### config.mk
export PLATFORM = sky130hd
export DESIGN_NAME = csfd_serial
export DESIGN_NICKNAME = d
export VERILOG_FILES = /design/src/sv/csfd_pkg.sv /design/src/sv/csfd_serial.sv
export SDC_FILE = /design/constraint.sdc
export NUM_CORES = 1
export LEC_CHECK = 0
export BUFFER_PORTS_ARGS = -buffer_cell sky130_fd_sc_hd__buf_2
export CAP_MARGIN = 15
export CORE_MARGIN = 2
export CORE_UTILIZATION = 46
export DETAILED_ROUTE_END_ITERATION = 10
export PLACE_DENSITY = 0.83
export SLEW_MARGIN = 20
export SYNTH_ARGS = -nofsm -noshare
export SYNTH_HDL_FRONTEND = slang
export SYNTH_SLANG_ARGS = --single-unit
### constraint.sdc
create_clock -name i_clk -period 10.55 [get_ports i_clk]
set_input_delay 1.055 -clock i_clk [delete_from_list [all_inputs] [get_ports i_clk]]
set_output_delay 1.055 -clock i_clk [all_outputs]
set_load 0.005 [all_outputs]
### src/sv/csfd_pkg.sv
// shared types, constants and register map for the can signal field decoder
package csfd_pkg;

    // entry count limits and default
    localparam int MAX_ENTRIES     = 2;
    localparam int NUM_ENTRIES_DEF = 2;

    // field widths
    localparam int ID_W    = 29;
    localparam int DATA_W  = 64;
    localparam int GROUP_W = 16;
    localparam int START_W = 6;
    localparam int COUNT_W = 7;
    localparam int RES_W   = 32;
    localparam int LIM_W   = 32;
    localparam int VAL_W   = 48;
    localparam int FRAC_W  = 16;
    localparam int PROD_W  = DATA_W + RES_W;
    localparam int IDX_W   = 1;

    // apb port
    localparam int APB_DATA_W = 64;
    localparam int ADDR_W     = 6;
    localparam int ADDR_LSB   = 3;

    // register index within one entry
    localparam int REGS_PER_ENTRY = 3;
    localparam int REG_LAYOUT     = 0;
    localparam int REG_RES        = 1;
    localparam int REG_LIMITS     = 2;

    // layout register fields
    localparam int LAYOUT_W     = 29;
    localparam int START_LSB    = 16;
    localparam int COUNT_LSB    = 22;

    // reset values of the entry registers
    localparam logic [LAYOUT_W-1:0] LAYOUT_RST [MAX_ENTRIES] =
        '{29'd68743172, 29'd69271287};
    localparam logic [RES_W-1:0] RES_RST [MAX_ENTRIES] =
        '{32'd8192, 32'd3277};
    localparam logic [2*LIM_W-1:0] LIMITS_RST [MAX_ENTRIES] =
        '{64'd34492882354176, 64'd13795434954752};

    // input transfer payload
    typedef struct packed {
        logic [ID_W-1:0]   can_id;
        logic [DATA_W-1:0] frame_data;
    } t_in_item;

    // output transfer payload
    typedef struct packed {
        logic [IDX_W-1:0]        entry_index;
        logic signed [VAL_W-1:0] scaled_value;
        logic                    in_range;
        logic                    last_of_frame;
    } t_out_item;

    // decoded configuration of one entry
    typedef struct packed {
        logic [GROUP_W-1:0]      group_num;
        logic [START_W-1:0]      start_bit;
        logic [COUNT_W-1:0]      bit_count;
        logic [RES_W-1:0]        resolution;
        logic signed [LIM_W-1:0] min_val;
        logic signed [LIM_W-1:0] max_val;
    } t_entry_cfg;

    // load enables of the pipeline stages
    typedef struct packed {
        logic en1;
        logic en2;
        logic en3;
        logic en4;
    } t_stage_en;

    // result of one lane at the last stage
    typedef struct packed {
        logic             match;
        logic             in_range;
        logic [VAL_W-1:0] value;
    } t_lane_res;

endpackage

### src/sv/csfd_serial.sv
// output register that sends the matching lanes of one frame in entry order
module csfd_serial #(
    parameter int NUM_ENTRIES = csfd_pkg::NUM_ENTRIES_DEF
) (
    input  logic                i_clk,
    input  logic                i_rst_n,
    input  logic                i_v4,
    input  csfd_pkg::t_lane_res i_res [NUM_ENTRIES],
    output logic                o_take,
    output logic                o_valid,
    input  logic                i_stall,
    output csfd_pkg::t_out_item o_data
);

    logic [NUM_ENTRIES-1:0]          r_sent;
    logic                            r_out_valid;
    csfd_pkg::t_out_item             r_out;
    logic [NUM_ENTRIES-1:0]          pend;
    logic [csfd_pkg::IDX_W-1:0]      sel;
    logic                            others;
    logic                            out_free;
    logic                            emit;
    csfd_pkg::t_out_item             n_out;

    // lanes still to send and the lowest one among them
    always_comb begin
        sel    = '0;
        others = 1'b0;
        for (int e = 0; e < NUM_ENTRIES; e++) begin
            pend[e] = i_res[e].match & ~r_sent[e];
        end
        for (int e = NUM_ENTRIES - 1; e >= 0; e--) begin
            if (pend[e]) begin
                sel = csfd_pkg::IDX_W'(e);
            end
        end
        for (int e = 0; e < NUM_ENTRIES; e++) begin
            if (pend[e] && (csfd_pkg::IDX_W'(e) != sel)) begin
                others = 1'b1;
            end
        end
    end

    assign out_free = !r_out_valid || !i_stall;
    assign emit     = i_v4 && (pend != '0) && out_free;
    assign o_take   = i_v4 && ((pend == '0) || (out_free && !others));

    // next result
    always_comb begin
        n_out.entry_index   = sel;
        n_out.scaled_value  = i_res[sel].value;
        n_out.in_range      = i_res[sel].in_range;
        n_out.last_of_frame = !others;
    end

    // sent flags and output valid
    always_ff @(posedge i_clk) begin
        if (!i_rst_n) begin
            r_sent      <= '0;
            r_out_valid <= 1'b0;
        end else begin
            if (o_take) begin
                r_sent <= '0;
            end else if (emit) begin
                r_sent[sel] <= 1'b1;
            end
            if (out_free) begin
                r_out_valid <= emit;
            end
        end
    end

    // output payload
    always_ff @(posedge i_clk) begin
        if (emit) begin
            r_out <= n_out;
        end
    end

    assign o_valid = r_out_valid;
    assign o_data  = r_out;

endmodule

==> impl_results.md, run 1 <==
- Run status: complete, no violations
- Register area share after synthesis: 0.618
- Die Y: 78.8 µm
- Gr ovfl total: 0
- Synthesis-to-finish area growth: 34.4%
- Share of cells above drive strength 1: 0.767
- Clock sinks: between 50 and 60
- Slew headroom: 0.390
- Pwr dens: 136 nW/µm²
- Post-synthesis cell type count: 17
- Crit path required time: 9.50 ns
- Cts bufs inserted: 5
- Setup-failing EPs final: 0
- Largest cells by area after synthesis: edfxtp_1, mux2_4, buf_12
- Post-detail-place hpwl: 4180 µm
- Final setup TNS: 0 ns
- First-pass GRT wire length: 8200 µm
- Die width: 78.8 µm
- Syn avg cell area: 20.3 µm²
- Largest net degree at the start of global routing: between 50 and 60
- CP Launch Type: input port
- First-pass DRT Iterations: 4
- DRC: 0
- Crit path time final: 2.72 ns
- Synthesized Nets: 231
- Final Cell Area: 3460 µm²
- Post-CTS setup buffer count: 0
- Top cell type's share of synthesized area: 0.595
- Post-CTS Resized: 0
- F_max: 368 MHz
- Antenna violations before repair: 0
- Fill cells: 439
- Die Area: 6210 µm²
- Worst-path clk slew: 0.09 ns
- Syn Std Cell Area: 2570 µm²
- CTS tree: built
- Routed WL: 5600 µm
- Final net count: 390
- Dpl cell area: 3350 µm²
- Mapped Cells: about 130
- Hold Buf Count CTS: 0
- Core ar.: 5470 µm²
- Via count: 1705
- Hold Vio Cnt, Final: 0
- Worst Max-Slew Pin Slew: 0.915 ns
- Starting density of the core: 0.471
- Diode count: 0
- Crit Path Max Fanout: 3
- Vias in the first global route: 1655
- Slew Limit Fails: 0
- Vias per Instance: about 4.7
- # rows: 27
- CP Class: in2out
- RSZ-0062 raised after global routing: false
- P_leak: around 1.6 nW
- Hold Crit Class: reg2reg
- Clk buf depth: 2
- Arr. time, crit path: between 1.5 and 2 ns
- Seq cells post-synth: 54
- Port Buf Inserts: between 150 and 200
- RD Place Congestion: ~0.76
- Drt wl/cell: 15.6 µm
- Top cell type by total area after synthesis: edfxtp_1
- Critical path endpoint category: output port
- Io pins: 157
- FF-to-FF setup slack: 8.46 ns
- GRT Util Overall: 0.173
- Max VDD drop: 0.0786 mV
- Initial drt markers: 66
- Post-route clock skew: just over 0.007 ns
- Clk_lat worst skew: 0.30 ns
- Final Cycle Share: 0.258
- H-Tree Depth: 2
- Antenna-violating nets left: 0
- Clk root buf: clkbuf_8
- Max Cap Violations: 0
- Yosys warns: 0
cell families (layout without fill, tap and decap cells):
logic type      after synthesis  after routing  share of synthesized area
flops                        54             54                      0.618
mux                          49             49                      0.286
simple gates                 10             10                     0.0282
compound gates                7              7                     0.0199
buf+inv                       7            167                     0.0481
sequential cells by signal (all words and copies together) (netlist names):
| name | flops |
|---|---|
| r_sent | 2 |
| o_data | 51 |
| o_valid | 1 |
cell usage after synthesis:
cell type / instances
nor2b_4: 1
inv_1: 1
nand2_1: 5
o21a_1: 1
nand2b_4: 1
a21oi_1: 1
dfxtp_1: 3
mux2_4: 49
o32ai_1: 1
o21ai_0: 1
nand2b_2: 1
buf_12: 6
edfxtp_1: 51
a21bo_2: 1
nand4bb_1: 1
a21boi_1: 2
and3_1: 1
cells in the final DEF, fill, tap and decap left out, types with 2 or more instances in the layout:
master	instances
a21boi_1	2
buf_2	156
buf_4	2
clkbuf_8	5
clkinv_2	2
dfxtp_1	3
edfxtp_1	51
mux2_4	49
nand2_1	5
metrics by stage:
step                       util  total power [W]  cells  hold WS [ns]  setup WS, ns
after global placement    0.612         0.000339    351         0.472          7.81
after floorplan               -         0.000309    127         0.443          6.33
after global routing      0.632         0.000491    359         0.512          7.76
after detailed placement  0.612         0.000342    351         0.486          7.75
after CTS                 0.632         0.000476    359         0.499          7.84
final                     0.632         0.000471    359         0.506          7.83
worst paths after layout:
| check | from | to | cells after the start |
|---|---|---|---|
| hold / removal | r_sent[0] | r_sent[0] | 2 |
| setup reg to reg | r_sent[0] | o_data[35] | 4 |
| setup / recovery | i_res[49] | o_take | 5 |
| hold reg to reg | r_sent[0] | r_sent[0] | 2 |
critical path, cell delays in order:
cell and delay [ns]:
buf_2 0.12, nand4bb_1 0.16, nand2_1 0.07, a21boi_1 0.13
buf_2 0.12
area by class of cell:
class,instances,area (µm²),area share
inverter,1,3.75,0.00108
clock buffer,5,68.8,0.0199
tap,72,90.1,0.0260
multi-input combinational,66,871,0.252
sequential,54,1590,0.460
clock inverter,3,40.0,0.0116
timing repair buffer,158,796,0.230
power breakdown:
group | switching (W) | leakage (nW) | internal [W] | total (W)
logic | 0.0000320 | 1.05 | 0.0000486 | 0.0000806
clock network | 0.0000646 | 0.0579 | 0.0000699 | 0.000134
registers | 0.00000330 | 0.509 | 0.000253 | 0.000256
total | 0.0000999 | 1.62 | 0.000371 | 0.000471
layer usage:
metal	global-route usage	wire length (µm)	vias to the layer above
met5	0	0	-
met4	0.0621	129	0
met3	0.0557	521	12
met2	0.297	2740	103
met1	0.205	2210	784
li1	-	-	806
No activity file was read; power rests on OpenSTA's default activity.
==> run 2: changes to the inputs <==
- CORE_UTILIZATION: 46 -> 43
- PLACE_DENSITY: 0.83 -> 0.78
- clock period: 10.55 -> 2.7 ns (I/O delays scaled with it)
==> run 2 against run 1 <==
Clock-buffer cell count is 1 higher. Global-route usage is 2.1 points lower. Sequential share of layout area is 0.17 points lower. Non-clock buffer count is 1 higher. Final area is 0.36% higher. Total power grew to 3.9 times the previous value. First-iteration DRC count is 33% lower. Worst hold slack worse by 0.25 ns. Die area is 6.6% higher. Critical endpoint is now o_data[34].
==> impl_results.md, run 2 (synthesis results as in run 1) <==
- Hold Crit Depth: 2
- DRC: 0
- Reg power frac: 0.543
- Clk_lat worst skew: ~0.3 ns
- Core ar.: 5850 µm²
- Fill cells: around 480
- Final Cycle Share: 0.667
- Synthesis-to-finish area growth: 34.9%
- H-Tree Depth: 2
- Arr. time, crit path: 1.85 ns
- Slew headroom: 0.554
- Diode count: 0
- First-pass DRT Iterations: 4
- Sw frac: 0.211
- Post-CTS setup buffer count: 0
- Vias per Instance: 4.62
- P_leak: about 1.6 nW
- Post-CTS Resized: 0
- First-pass GRT wire length: roughly 7600 µm
- Commonest non-fill, non-tap cells in the layout: buf_2, edfxtp_1, mux2_4
- Final net count: 391
- Number of flip-flops under the largest register name: 51
- Worst-path clk slew: 0.09 ns
- Slew Limit Fails: 0
- Critical path endpoint category: register
- Die Area: ~6600 µm²
- Gr ovfl total: 0
- CP top delay family: buffers and inverters
- WP buf/inv: 1
- Routed WL: 5510 µm
- Post-route clock skew: 0.00785 ns
- Hold Buf Count CTS: 0
- Clk buf depth: 2
- Run status: complete, no violations
- Hold Crit Class: in2reg
- Die width: 81.4 µm
- Drt wl/cell: 15.2 µm
- Setup-failing EPs final: 0
- Worst Max-Slew Pin Slew: around 0.67 ns
- Crit path cell chain: nand2b_2, nor2b_4, buf_4, mux2_4
- Via count: 1677
- Vias in the first global route: 1623
- Clock power share: 0.288
- Crit-path max cell delay: 0.48 ns
- CP Class: reg2reg
- Share of cells above drive strength 1: 0.764
- Largest net degree at the start of global routing: 52
- GRT Util Overall: 0.152
- Crit path required time: about 2.8 ns
- Combinational share of power: 0.169
- # rows: 28
- CP Launch Type: register
- Slowest cell on crit path: buf_4
- Most common cell after layout, fill and taps aside: buf_2
- Io pins: between 150 and 200
- Hold WS: 0.254 ns
- Cell-internal power: around 0.0015 W
- Clk root buf: clkbuf_8
- Antenna-violating nets left: 0
- RSZ-0062 raised after global routing: false
- Psw: 0.000388 W
- CTS tree: built
- Max Cap Violations: 0
- Reg2reg path depth: 4
- Cts bufs inserted: 5
- Port Buf Inserts: 156
- Die Y: 81.4 µm
- Starting density of the core: 0.440
- Hold Vio Cnt, Final: 0
- Initial drt markers: 44
- Clock sinks: 54
- F_max: roughly 550 MHz
- Antenna violations before repair: 0
- WP depth: 4
- Max VDD drop: 0.280 mV
- Crit path time final: 1.80 ns
- Pwr dens: 530 nW/µm²
- RD Place Congestion: 0.760
- Crit Path Max Fanout: 31
- Final setup TNS: 0 ns
==> run 2: cell count changes in the layout (fill, tap and decap cells not counted), sizes merged <==
cell	before	now
clkinv	2	0
buf	158	159
clkbuf	5	6
clkinvlp	0	1
==> run 2: worst paths after layout <==
check | startpoint | slack [ns] | to
hold / removal | i_rst_n | 0.25 | r_sent[1]
setup / recovery | r_sent[0] | 0.90 | o_data[34]
setup reg to reg | r_sent[0] | 0.90 | o_data[34]
hold reg to reg | r_sent[0] | 0.49 | r_sent[0]
==> run 2: per-layer routing <==
layer | GRT usage | share of wire | wire length, µm | vias to the layer above
li1 | - | - | - | 807
met1 | 0.161 | 0.36 | 2010 | 790
met2 | 0.289 | 0.55 | 3030 | 70
met3 | 0.0356 | 0.064 | 353 | 10
met4 | 0.0576 | 0.020 | 108 | 0
met5 | 0 | 0 | 0 | -
==> run 2: area by class of cell <==
cell class                      instances  area [µm²]  share of cell area
Clock buffer                            6        72.6              0.0209
Clock inverter                          2        37.5              0.0108
Inverter                                1        3.75             0.00108
Multi-Input combinational cell         66         871               0.251
Sequential cell                        54        1590               0.458
Tap cell                               75        93.8              0.0270
Timing Repair Buffer                  159         803               0.231
==> run 2: through the flow <==
stage	instance area [µm²]	instances	total power [W]	setup WS (ns)	util
3_3_place_gp	3360	355	0.00132	0.955	0.575
3_5_place_dp	3360	355	0.00134	0.884	0.575
4_1_cts	3470	363	0.00186	0.874	0.594
6_report	3470	363	0.00184	0.898	0.594
2_1_floorplan	2580	127	0.00120	0.310	-
5_1_grt	3470	363	0.00192	0.796	0.594
==> run 2: worst register-to-register path, delay by kind of cell, from the launching register on <==
| family | cells | cell delay [ns] |
|---|---|---|
| buffers and inverters | 1 | 0.48 |
| and+or+nand+nor | 2 | 0.37 |
| muxes | 1 | 0.37 |
| DFF | 1 | 0.35 |
==> run 2: power by group through the flow <==
stage	Sequential, W	Clock, W	Combinational, W
global route	0.00101	0.000577	0.000338
finish	0.00100	0.000530	0.000312
detailed placement	0.00102	0	0.000316
global placement	0.00102	0	0.000304
floorplan	0.00103	0	0.000174
CTS	0.00100	0.000546	0.000317
