## src/sv/csfd_pkg.sv

```systemverilog
// shared types, constants and register map for the can signal field decoder
package csfd_pkg;

    // entry count limits and default
    localparam int MAX_ENTRIES     = 2;
    localparam int NUM_ENTRIES_DEF = 2;

    // field widths
    localparam int ID_W    = 29;
    localparam int DATA_W  = 64;
    localparam int GROUP_W = 16;
    localparam int START_W = 6;
    localparam int COUNT_W = 7;
    localparam int RES_W   = 32;
    localparam int LIM_W   = 32;
    localparam int VAL_W   = 48;
    localparam int FRAC_W  = 16;
    localparam int PROD_W  = DATA_W + RES_W;
    localparam int IDX_W   = 1;

    // apb port
    localparam int APB_DATA_W = 64;
    localparam int ADDR_W     = 6;
    localparam int ADDR_LSB   = 3;

    // register index within one entry
    localparam int REGS_PER_ENTRY = 3;
    localparam int REG_LAYOUT     = 0;
    localparam int REG_RES        = 1;
    localparam int REG_LIMITS     = 2;

    // layout register fields
    localparam int LAYOUT_W     = 29;
    localparam int START_LSB    = 16;
    localparam int COUNT_LSB    = 22;

    // reset values of the entry registers
    localparam logic [LAYOUT_W-1:0] LAYOUT_RST [MAX_ENTRIES] =
        '{29'd68743172, 29'd69271287};
    localparam logic [RES_W-1:0] RES_RST [MAX_ENTRIES] =
        '{32'd8192, 32'd3277};
    localparam logic [2*LIM_W-1:0] LIMITS_RST [MAX_ENTRIES] =
        '{64'd34492882354176, 64'd13795434954752};

    // input transfer payload
    typedef struct packed {
        logic [ID_W-1:0]   can_id;
        logic [DATA_W-1:0] frame_data;
    } t_in_item;

    // output transfer payload
    typedef struct packed {
        logic [IDX_W-1:0]        entry_index;
        logic signed [VAL_W-1:0] scaled_value;
        logic                    in_range;
        logic                    last_of_frame;
    } t_out_item;

    // decoded configuration of one entry
    typedef struct packed {
        logic [GROUP_W-1:0]      group_num;
        logic [START_W-1:0]      start_bit;
        logic [COUNT_W-1:0]      bit_count;
        logic [RES_W-1:0]        resolution;
        logic signed [LIM_W-1:0] min_val;
        logic signed [LIM_W-1:0] max_val;
    } t_entry_cfg;

    // load enables of the pipeline stages
    typedef struct packed {
        logic en1;
        logic en2;
        logic en3;
        logic en4;
    } t_stage_en;

    // result of one lane at the last stage
    typedef struct packed {
        logic             match;
        logic             in_range;
        logic [VAL_W-1:0] value;
    } t_lane_res;

endpackage

```

## src/sv/csfd_regs.sv

```systemverilog
// apb configuration registers of the signal entries
module csfd_regs #(
    parameter int NUM_ENTRIES = csfd_pkg::NUM_ENTRIES_DEF
) (
    input  logic                            i_clk,
    input  logic                            i_rst_n,
    input  logic                            psel,
    input  logic                            penable,
    input  logic                            pwrite,
    input  logic [csfd_pkg::ADDR_W-1:0]     paddr,
    input  logic [csfd_pkg::APB_DATA_W-1:0] pwdata,
    output logic [csfd_pkg::APB_DATA_W-1:0] prdata,
    output csfd_pkg::t_entry_cfg            o_cfg [NUM_ENTRIES]
);

    localparam int IDXW = csfd_pkg::ADDR_W - csfd_pkg::ADDR_LSB;

    logic [csfd_pkg::LAYOUT_W-1:0]  r_layout [NUM_ENTRIES];
    logic [csfd_pkg::RES_W-1:0]     r_res    [NUM_ENTRIES];
    logic [2*csfd_pkg::LIM_W-1:0]   r_limits [NUM_ENTRIES];
    logic [IDXW-1:0]                reg_idx;
    logic                           wr_en;

    assign reg_idx = paddr[csfd_pkg::ADDR_W-1:csfd_pkg::ADDR_LSB];
    assign wr_en   = psel & penable & pwrite;

    // register writes, indexes past the list are dropped
    always_ff @(posedge i_clk) begin
        if (!i_rst_n) begin
            for (int e = 0; e < NUM_ENTRIES; e++) begin
                r_layout[e] <= csfd_pkg::LAYOUT_RST[e];
                r_res[e]    <= csfd_pkg::RES_RST[e];
                r_limits[e] <= csfd_pkg::LIMITS_RST[e];
            end
        end else if (wr_en) begin
            for (int e = 0; e < NUM_ENTRIES; e++) begin
                if (reg_idx == IDXW'(e * csfd_pkg::REGS_PER_ENTRY + csfd_pkg::REG_LAYOUT)) begin
                    r_layout[e] <= pwdata[csfd_pkg::LAYOUT_W-1:0];
                end
                if (reg_idx == IDXW'(e * csfd_pkg::REGS_PER_ENTRY + csfd_pkg::REG_RES)) begin
                    r_res[e] <= pwdata[csfd_pkg::RES_W-1:0];
                end
                if (reg_idx == IDXW'(e * csfd_pkg::REGS_PER_ENTRY + csfd_pkg::REG_LIMITS)) begin
                    r_limits[e] <= pwdata;
                end
            end
        end
    end

    // read mux
    always_comb begin
        prdata = '0;
        for (int e = 0; e < NUM_ENTRIES; e++) begin
            if (reg_idx == IDXW'(e * csfd_pkg::REGS_PER_ENTRY + csfd_pkg::REG_LAYOUT)) begin
                prdata = csfd_pkg::APB_DATA_W'(r_layout[e]);
            end
            if (reg_idx == IDXW'(e * csfd_pkg::REGS_PER_ENTRY + csfd_pkg::REG_RES)) begin
                prdata = csfd_pkg::APB_DATA_W'(r_res[e]);
            end
            if (reg_idx == IDXW'(e * csfd_pkg::REGS_PER_ENTRY + csfd_pkg::REG_LIMITS)) begin
                prdata = r_limits[e];
            end
        end
    end

    // unpack entry fields
    always_comb begin
        for (int e = 0; e < NUM_ENTRIES; e++) begin
            o_cfg[e].group_num  = r_layout[e][csfd_pkg::GROUP_W-1:0];
            o_cfg[e].start_bit  =
                r_layout[e][csfd_pkg::START_LSB +: csfd_pkg::START_W];
            o_cfg[e].bit_count  =
                r_layout[e][csfd_pkg::COUNT_LSB +: csfd_pkg::COUNT_W];
            o_cfg[e].resolution = r_res[e];
            o_cfg[e].min_val    = r_limits[e][csfd_pkg::LIM_W-1:0];
            o_cfg[e].max_val    = r_limits[e][2*csfd_pkg::LIM_W-1:csfd_pkg::LIM_W];
        end
    end

endmodule

```

## config.mk

```make
export PLATFORM = sky130hd
export DESIGN_NAME = csfd_regs
export DESIGN_NICKNAME = d
export VERILOG_FILES = /design/src/sv/csfd_pkg.sv /design/src/sv/csfd_regs.sv
export SDC_FILE = /design/constraint.sdc
export NUM_CORES = 1
export LEC_CHECK = 0
export ABC_CLOCK_PERIOD_IN_PS = 7300
export BUFFER_PORTS_ARGS = -buffer_cell sky130_fd_sc_hd__buf_2
export CAP_MARGIN = 20
export CORE_UTILIZATION = 45
export DETAILED_ROUTE_END_ITERATION = 8
export MAX_ROUTING_LAYER = met4
export PLACE_DENSITY = 0.81
export REMOVE_ABC_BUFFERS = 1
export SYNTH_ARGS = -nofsm -noshare
export SYNTH_HDL_FRONTEND = slang
export SYNTH_SLANG_ARGS = --single-unit
```

## constraint.sdc

```tcl
create_clock -name i_clk -period 7.3 [get_ports i_clk]
set_input_delay 1.46 -clock i_clk [delete_from_list [all_inputs] [get_ports i_clk]]
set_output_delay 1.46 -clock i_clk [all_outputs]
set_load 0.05 [all_outputs]
```

==> impl_metrics.json, run 1 <==
{
  "critical-path-max-stage-delay_ns": 0.62,
  "start_kind": "primary input",
  "die_x_um": 158,
  "initial_core_util_pct": 46.3,
  "routedWlPerCell_um": 23.1,
  "ys_warn_count": 0,
  "hold_path.startpoint": "pwdata[44]",
  "ir_drop_v": 0.000159,
  "grt_util_all_layers_pct": 27.7,
  "drc": 0,
  "setup_tns_ns": 0,
  "cts_sinks": 250,
  "hold_end": "r_limits[0][44]",
  "pre_cts_ws_ns": 2.08,
  "routed_wl_um": 34900,
  "period_share_pct": 72.1,
  "detail-route-antenna-nets": 0,
  "grt_pass1_wl_um": 49600,
  "worst_pin_slew_ns": 1.09,
  "seq_power_share_pct": 46.2,
  "path_clk_slew_ns": 0.06,
  "outcome": "complete, no violations",
  "clockBufferDepth": 3,
  "dp.cells": 1460,
  "finalNetCount": 1245,
  "num_rows": 56,
  "drt-pass1-iter-count": 5,
  "cpMostUsedCell": "buf_4",
  "max_freq_mhz": 190,
  "antenna_found_initial": 2,
  "synth.distinct_cells": 39,
  "synth-seq-cells": 250,
  "grt_pass1_vias": 8429,
  "finalMaxSlewViolations": 0,
  "power_density_mw_per_mm2": 264,
  "rsz0062_at_grt": "no",
  "drv_cap": 0,
  "vias_per_cell": 5.80,
  "synth_area_mm2": 0.0110,
  "synth_ff_type": "edfxtp_1",
  "synthCells": 802,
  "synth-edff-count": 250,
  "drive_gt1_share_pct": 41.0,
  "cp_top_family": "buffers and inverters",
  "fin_ws_ns": 2.04,
  "p_int_uw": 2540,
  "finalSetupViolCount": 0,
  "cts_setup_buffers": 0,
  "crit_type": "primary input to output port",
  "htree_levels": 1,
  "power_leakage_uw": 0.00573,
  "endpoint_kind": "output port",
  "gp_congestion": 0.859,
  "slew-limit-headroom_pct": 27.2,
  "worst-path-buf-inv": 3,
  "yosysSeqAreaShare_pct": 68.2,
  "p_clk_share_pct": 33.4,
  "cpMaxStageDelayCell": "nand2b_2",
  "syn2layout_area_growth_pct": 28.3,
  "fin_crit_ns": 5.26,
  "power_frac_comb_pct": 20.3,
  "cts_made_buffers": 26,
  "hold_depth": 2,
  "cts_resized": 0,
  "worstPathArrival_ns": 3.80,
  "layout.cells.non_filler": 1508,
  "path_cells": "buf_4 -> nand2b_2 -> buf_4 -> o22ai_1 -> o221a_2 -> buf_2",
  "async_reset_ff_share_pct": 0,
  "vias": 8739,
  "root_buffer": "clkbuf_16",
  "fp.coreArea_mm2": 0.0238,
  "dp_hpwl_um": 22900,
  "cp_max_fo": 43,
  "cts_tree": "done",
  "critPathRequiredTime_ns": 5.84,
  "io_buffers": 385,
  "hold_viol_final": 0,
  "grt_overflow": 0,
  "ios": 389,
  "initialDrtViolationCount": 902,
  "grt_start_max_net_pins": 68,
  "fill_cells": 1861,
  "syn_avg_cell_area_um2": 13.7,
  "min_path_type": "primary input to flop",
  "die_h_um": 158,
  "dieArea_mm2": 0.0251,
  "hold_buffers": 0,
  "switching_power_uw": 1190,
  "sw_frac_of_total_pct": 32.0
}
[cells in the final DEF (no fill, tap or decap), types with 29 or more instances in the layout]
master / Yosys / layout
o221a_2: 29 / 29
a211oi_1: 29 / 29
nand4b_1: 29 / 29
mux2i_1: 29 / 29
o22ai_1: 29 / 29
buf_2: 25 / 383
and2_1: 35 / 35
o221ai_1: 29 / 29
nand2_1: 33 / 33
edfxtp_1: 250 / 250
inv_1: 60 / 60
nor2_1: 78 / 78
a22o_1: 32 / 32
[worst max path at each step]
stage	endpoint	start	depth (start not counted)	slack, ns
finish	prdata[16]	paddr[5]	6	2.04
global route	prdata[16]	paddr[5]	6	1.93
CTS	prdata[16]	paddr[5]	6	2.11
detailed placement	prdata[16]	paddr[5]	6	2.08
global placement	prdata[16]	paddr[5]	6	2.16
floorplan	r_limits[0][0]	paddr[3]	2	0.33
[cell usage after synthesis, drive strengths merged (8+ instances only)]
library cell    n  area (um2)
mux2i          29         290
a22o           32         280
o221a          29         327
or3             8        50.1
nor2           79         299
o22ai          29         181
a211oi         29         218
clkbuf         24        93.8
inv            60         225
o221ai         29         254
edfxtp        250        7510
nand2b         28         175
nand2          33         124
and2           35         219
buf            42         226
nand4b         29         254
[sequential cells by signal (all words and copies together) (netlist names)]
register	count
r_res	64
r_limits	128
r_layout	58
[through the flow]
stage	hold slack [ns]	power, uW	util (%)	area, um2
after floorplan	1.63	2270	-	10700
after global placement	1.73	2490	55.8	13200
after detailed placement	1.74	2500	56.0	13300
after CTS	1.19	3730	59.3	14100
after global routing	1.20	3830	59.4	14100
final	1.20	3730	59.4	14100
[cells by family (layout without fill, tap and decap cells)]
family          Yosys count  after routing  share of synthesized area (%)
buf+inv                 126            511                           4.96
other cells               0              2                              0
mux                      29             29                           2.64
flops                   250            250                           68.2
xor+xnor                  2              2                          0.159
simple gates            231            231                           11.6
compound gates          164            164                           12.4
[metal layers]
| layer | GRT usage (%) | vias up | wire [um] | part of all wire (%) |
|---|---|---|---|---|
| met4 | 9.98 | 0 | 1070 | 3.1 |
| met2 | 46.5 | 577 | 17300 | 50 |
| met3 | 5.69 | 79 | 3600 | 10 |
| li1 | - | 3810 | - | - |
| met1 | 33.2 | 4273 | 12900 | 37 |
| met5 | - | - | 0 | 0 |
[cell type report]
class                           count  area, um2  share of cell area [%]
Inverter                           60        225                    1.60
Clock inverter                     13       96.3                   0.682
Multi-Input combinational cell    426       3040                    21.5
Clock buffer                       32        694                    4.92
Antenna cell                        2       5.00                  0.0354
Timing Repair Buffer              406       2150                    15.3
Tap cell                          319        399                    2.83
Sequential cell                   250       7510                    53.2
[power by group through the flow]
stage | Combinational [uW] | Sequential (uW) | Clock [uW]
after floorplan | 230 | 2040 | 0
after global routing | 789 | 1730 | 1310
after CTS | 758 | 1720 | 1250
after detailed placement | 756 | 1750 | 0
after global placement | 744 | 1750 | 0
final | 758 | 1720 | 1250
(Power assumes the default switching activity.)
==> run 2, diff against run 1 <==
Settings changed: ABC_CLOCK_PERIOD_IN_PS 7300 to 4900, CORE_UTILIZATION 45 to 50, PLACE_DENSITY 0.81 to 0.85.
Clock period 7.3 ns to 4.9 ns, I/O delays scaled along.
==> run 2 against run 1 <==
  * Sequential power grew 49%
  * First-iteration DRC count shrank 24%
  * Sequential share of layout area shrank 0.076 points
  * Worst setup slack lost 1.0 ns
  * Critical path depth is the same
  * Utilization grew 7.0 points
  * Critical path type unchanged
  * Critical endpoint is now prdata[28]
==> impl_metrics.json, run 2 (same netlist as run 1, synthesis figures left out) <==
{
  "power_leakage_uw": 0.00577,
  "worstPathArrival_ns": 2.89,
  "ir_drop_v": 0.000260,
  "grt_start_max_net_pins": 95,
  "clockBufferDepth": 3,
  "hold_buffers": 0,
  "dp_hpwl_um": 22500,
  "io_buffers": 385,
  "cts_setup_buffers": 0,
  "drt-pass1-iter-count": 7,
  "max_freq_mhz": 259,
  "sw_frac_of_total_pct": 31.3,
  "cts_made_buffers": 24,
  "drive_gt1_share_pct": 41.3,
  "switching_power_uw": 1760,
  "worst_pin_slew_ns": 1.05,
  "seq_power_share_pct": 45.6,
  "p_clk_share_pct": 34.1,
  "grt_pass1_vias": 8505,
  "finalNetCount": 1248,
  "crit_type": "primary input to output port",
  "fin_crit_ns": 3.87,
  "finalInstanceArea_mm2": 0.0141,
  "vias": 8853,
  "syn2layout_area_growth_pct": 28.4,
  "power_frac_comb_pct": 20.2,
  "path_clk_slew_ns": 0.06,
  "endpoint_kind": "output port",
  "cts_resized": 0,
  "finalSetupViolCount": 0,
  "whs_ns": 0.739,
  "grt_util_all_layers_pct": 30.6,
  "fp.coreArea_mm2": 0.0213,
  "period_share_pct": 78.9,
  "routedWlPerCell_um": 23.8,
  "die_h_um": 150,
  "critPathRequiredTime_ns": 3.92,
  "largest_registers": "r_limits x128, r_res x64, r_layout x58",
  "routed_wl_um": 35100,
  "grt_overflow": 0,
  "gp_congestion": 0.871,
  "min_path_type": "primary input to flop",
  "power_density_mw_per_mm2": 398,
  "vias_per_cell": 6.01,
  "outcome": "complete, no violations",
  "dieArea_mm2": 0.0226,
  "initial_core_util_pct": 51.7,
  "rsz0062_at_grt": "no",
  "layout_common_cells": "buf_2 (383), edfxtp_1 (250), nor2_1 (78)",
  "start_kind": "primary input",
  "p_int_uw": 3860,
  "detail-route-antenna-nets": 0,
  "root_buffer": "clkbuf_16",
  "largest_register": "r_limits",
  "cp_max_fo": 85,
  "slew-limit-headroom_pct": 30.2,
  "finalMaxSlewViolations": 0,
  "cts_tree": "done",
  "die_x_um": 150,
  "layout_commonest_cell": "buf_2",
  "num_rows": 53,
  "cts_sinks": 250,
  "drv_cap": 0,
  "htree_levels": 1,
  "initialDrtViolationCount": 684,
  "antenna_found_initial": 7,
  "drc": 0,
  "hold_viol_final": 0,
  "ios": 389,
  "largest_reg_flops": 128,
  "post_dp_cell_area_mm2": 0.0133,
  "grt_pass1_wl_um": 49000
}
[run 2: cell count changes in the layout (fill, tap and decap cells not counted), moves of 2 or more]
cell       before  now
diode_2         2    7
buf_4          19   23
bufinv_16       1    4
clkbuf_1        5    2
buf_12          2    4
clkbuf_16      27   25
clkinv_1        2    4
[run 2: final cells by class]
class / instances / area (um2)
inverter: 60 / 225
fill: 1516 / 7150
antenna: 7 / 17.5
clock inverter: 17 / 183
sequential: 250 / 7510
clock buffer: 27 / 633
timing repair buffer: 411 / 2200
multi-input combinational: 426 / 3030
tap: 275 / 344
[run 2: worst max-delay path: stages]
cell and delay (ns):
buf_4 0.23, buf_4 0.77, nand4b_1 0.20, o221ai_1 0.13, o221a_2 0.23, buf_2 0.26
[run 2: worst paths after layout]
check  slack, ns              end  startpoint  cells after the start
max         1.03       prdata[28]    paddr[4]                      6
min         0.74  r_layout[0][19]  pwdata[19]                      2
[run 2: layer usage]
| metal | global-route usage [%] | vias to the layer above | routed length [um] |
|---|---|---|---|
| li1 | - | 3818 | - |
| met1 | 34.8 | 4301 | 12500 |
| met2 | 51.6 | 642 | 17600 |
| met3 | 7.03 | 92 | 3930 |
| met4 | 13.5 | 0 | 1100 |
| met5 | - | - | 0 |
[run 2: power groups by stage]
stage                     logic (uW)  registers (uW)  clock network (uW)
after floorplan                  343            3040                   0
after global placement          1120            2600                   0
after detailed placement        1130            2600                   0
after CTS                       1130            2560                1940
after global routing            1180            2580                2010
final                           1140            2570                1920
[run 2: metrics by stage]
stage | util, % | cells | setup slack, ns | setup TNS [ns] | power (uW)
floorplan | - | 736 | -1.59 | -216.16 | 3390
global placement | 62.4 | 1421 | 1.17 | 0 | 3720
detailed placement | 62.4 | 1421 | 1.12 | 0 | 3730
CTS | 66.2 | 1465 | 1.10 | 0 | 5630
global route | 66.4 | 1473 | 0.956 | 0 | 5770
finish | 66.4 | 1473 | 1.03 | 0 | 5620
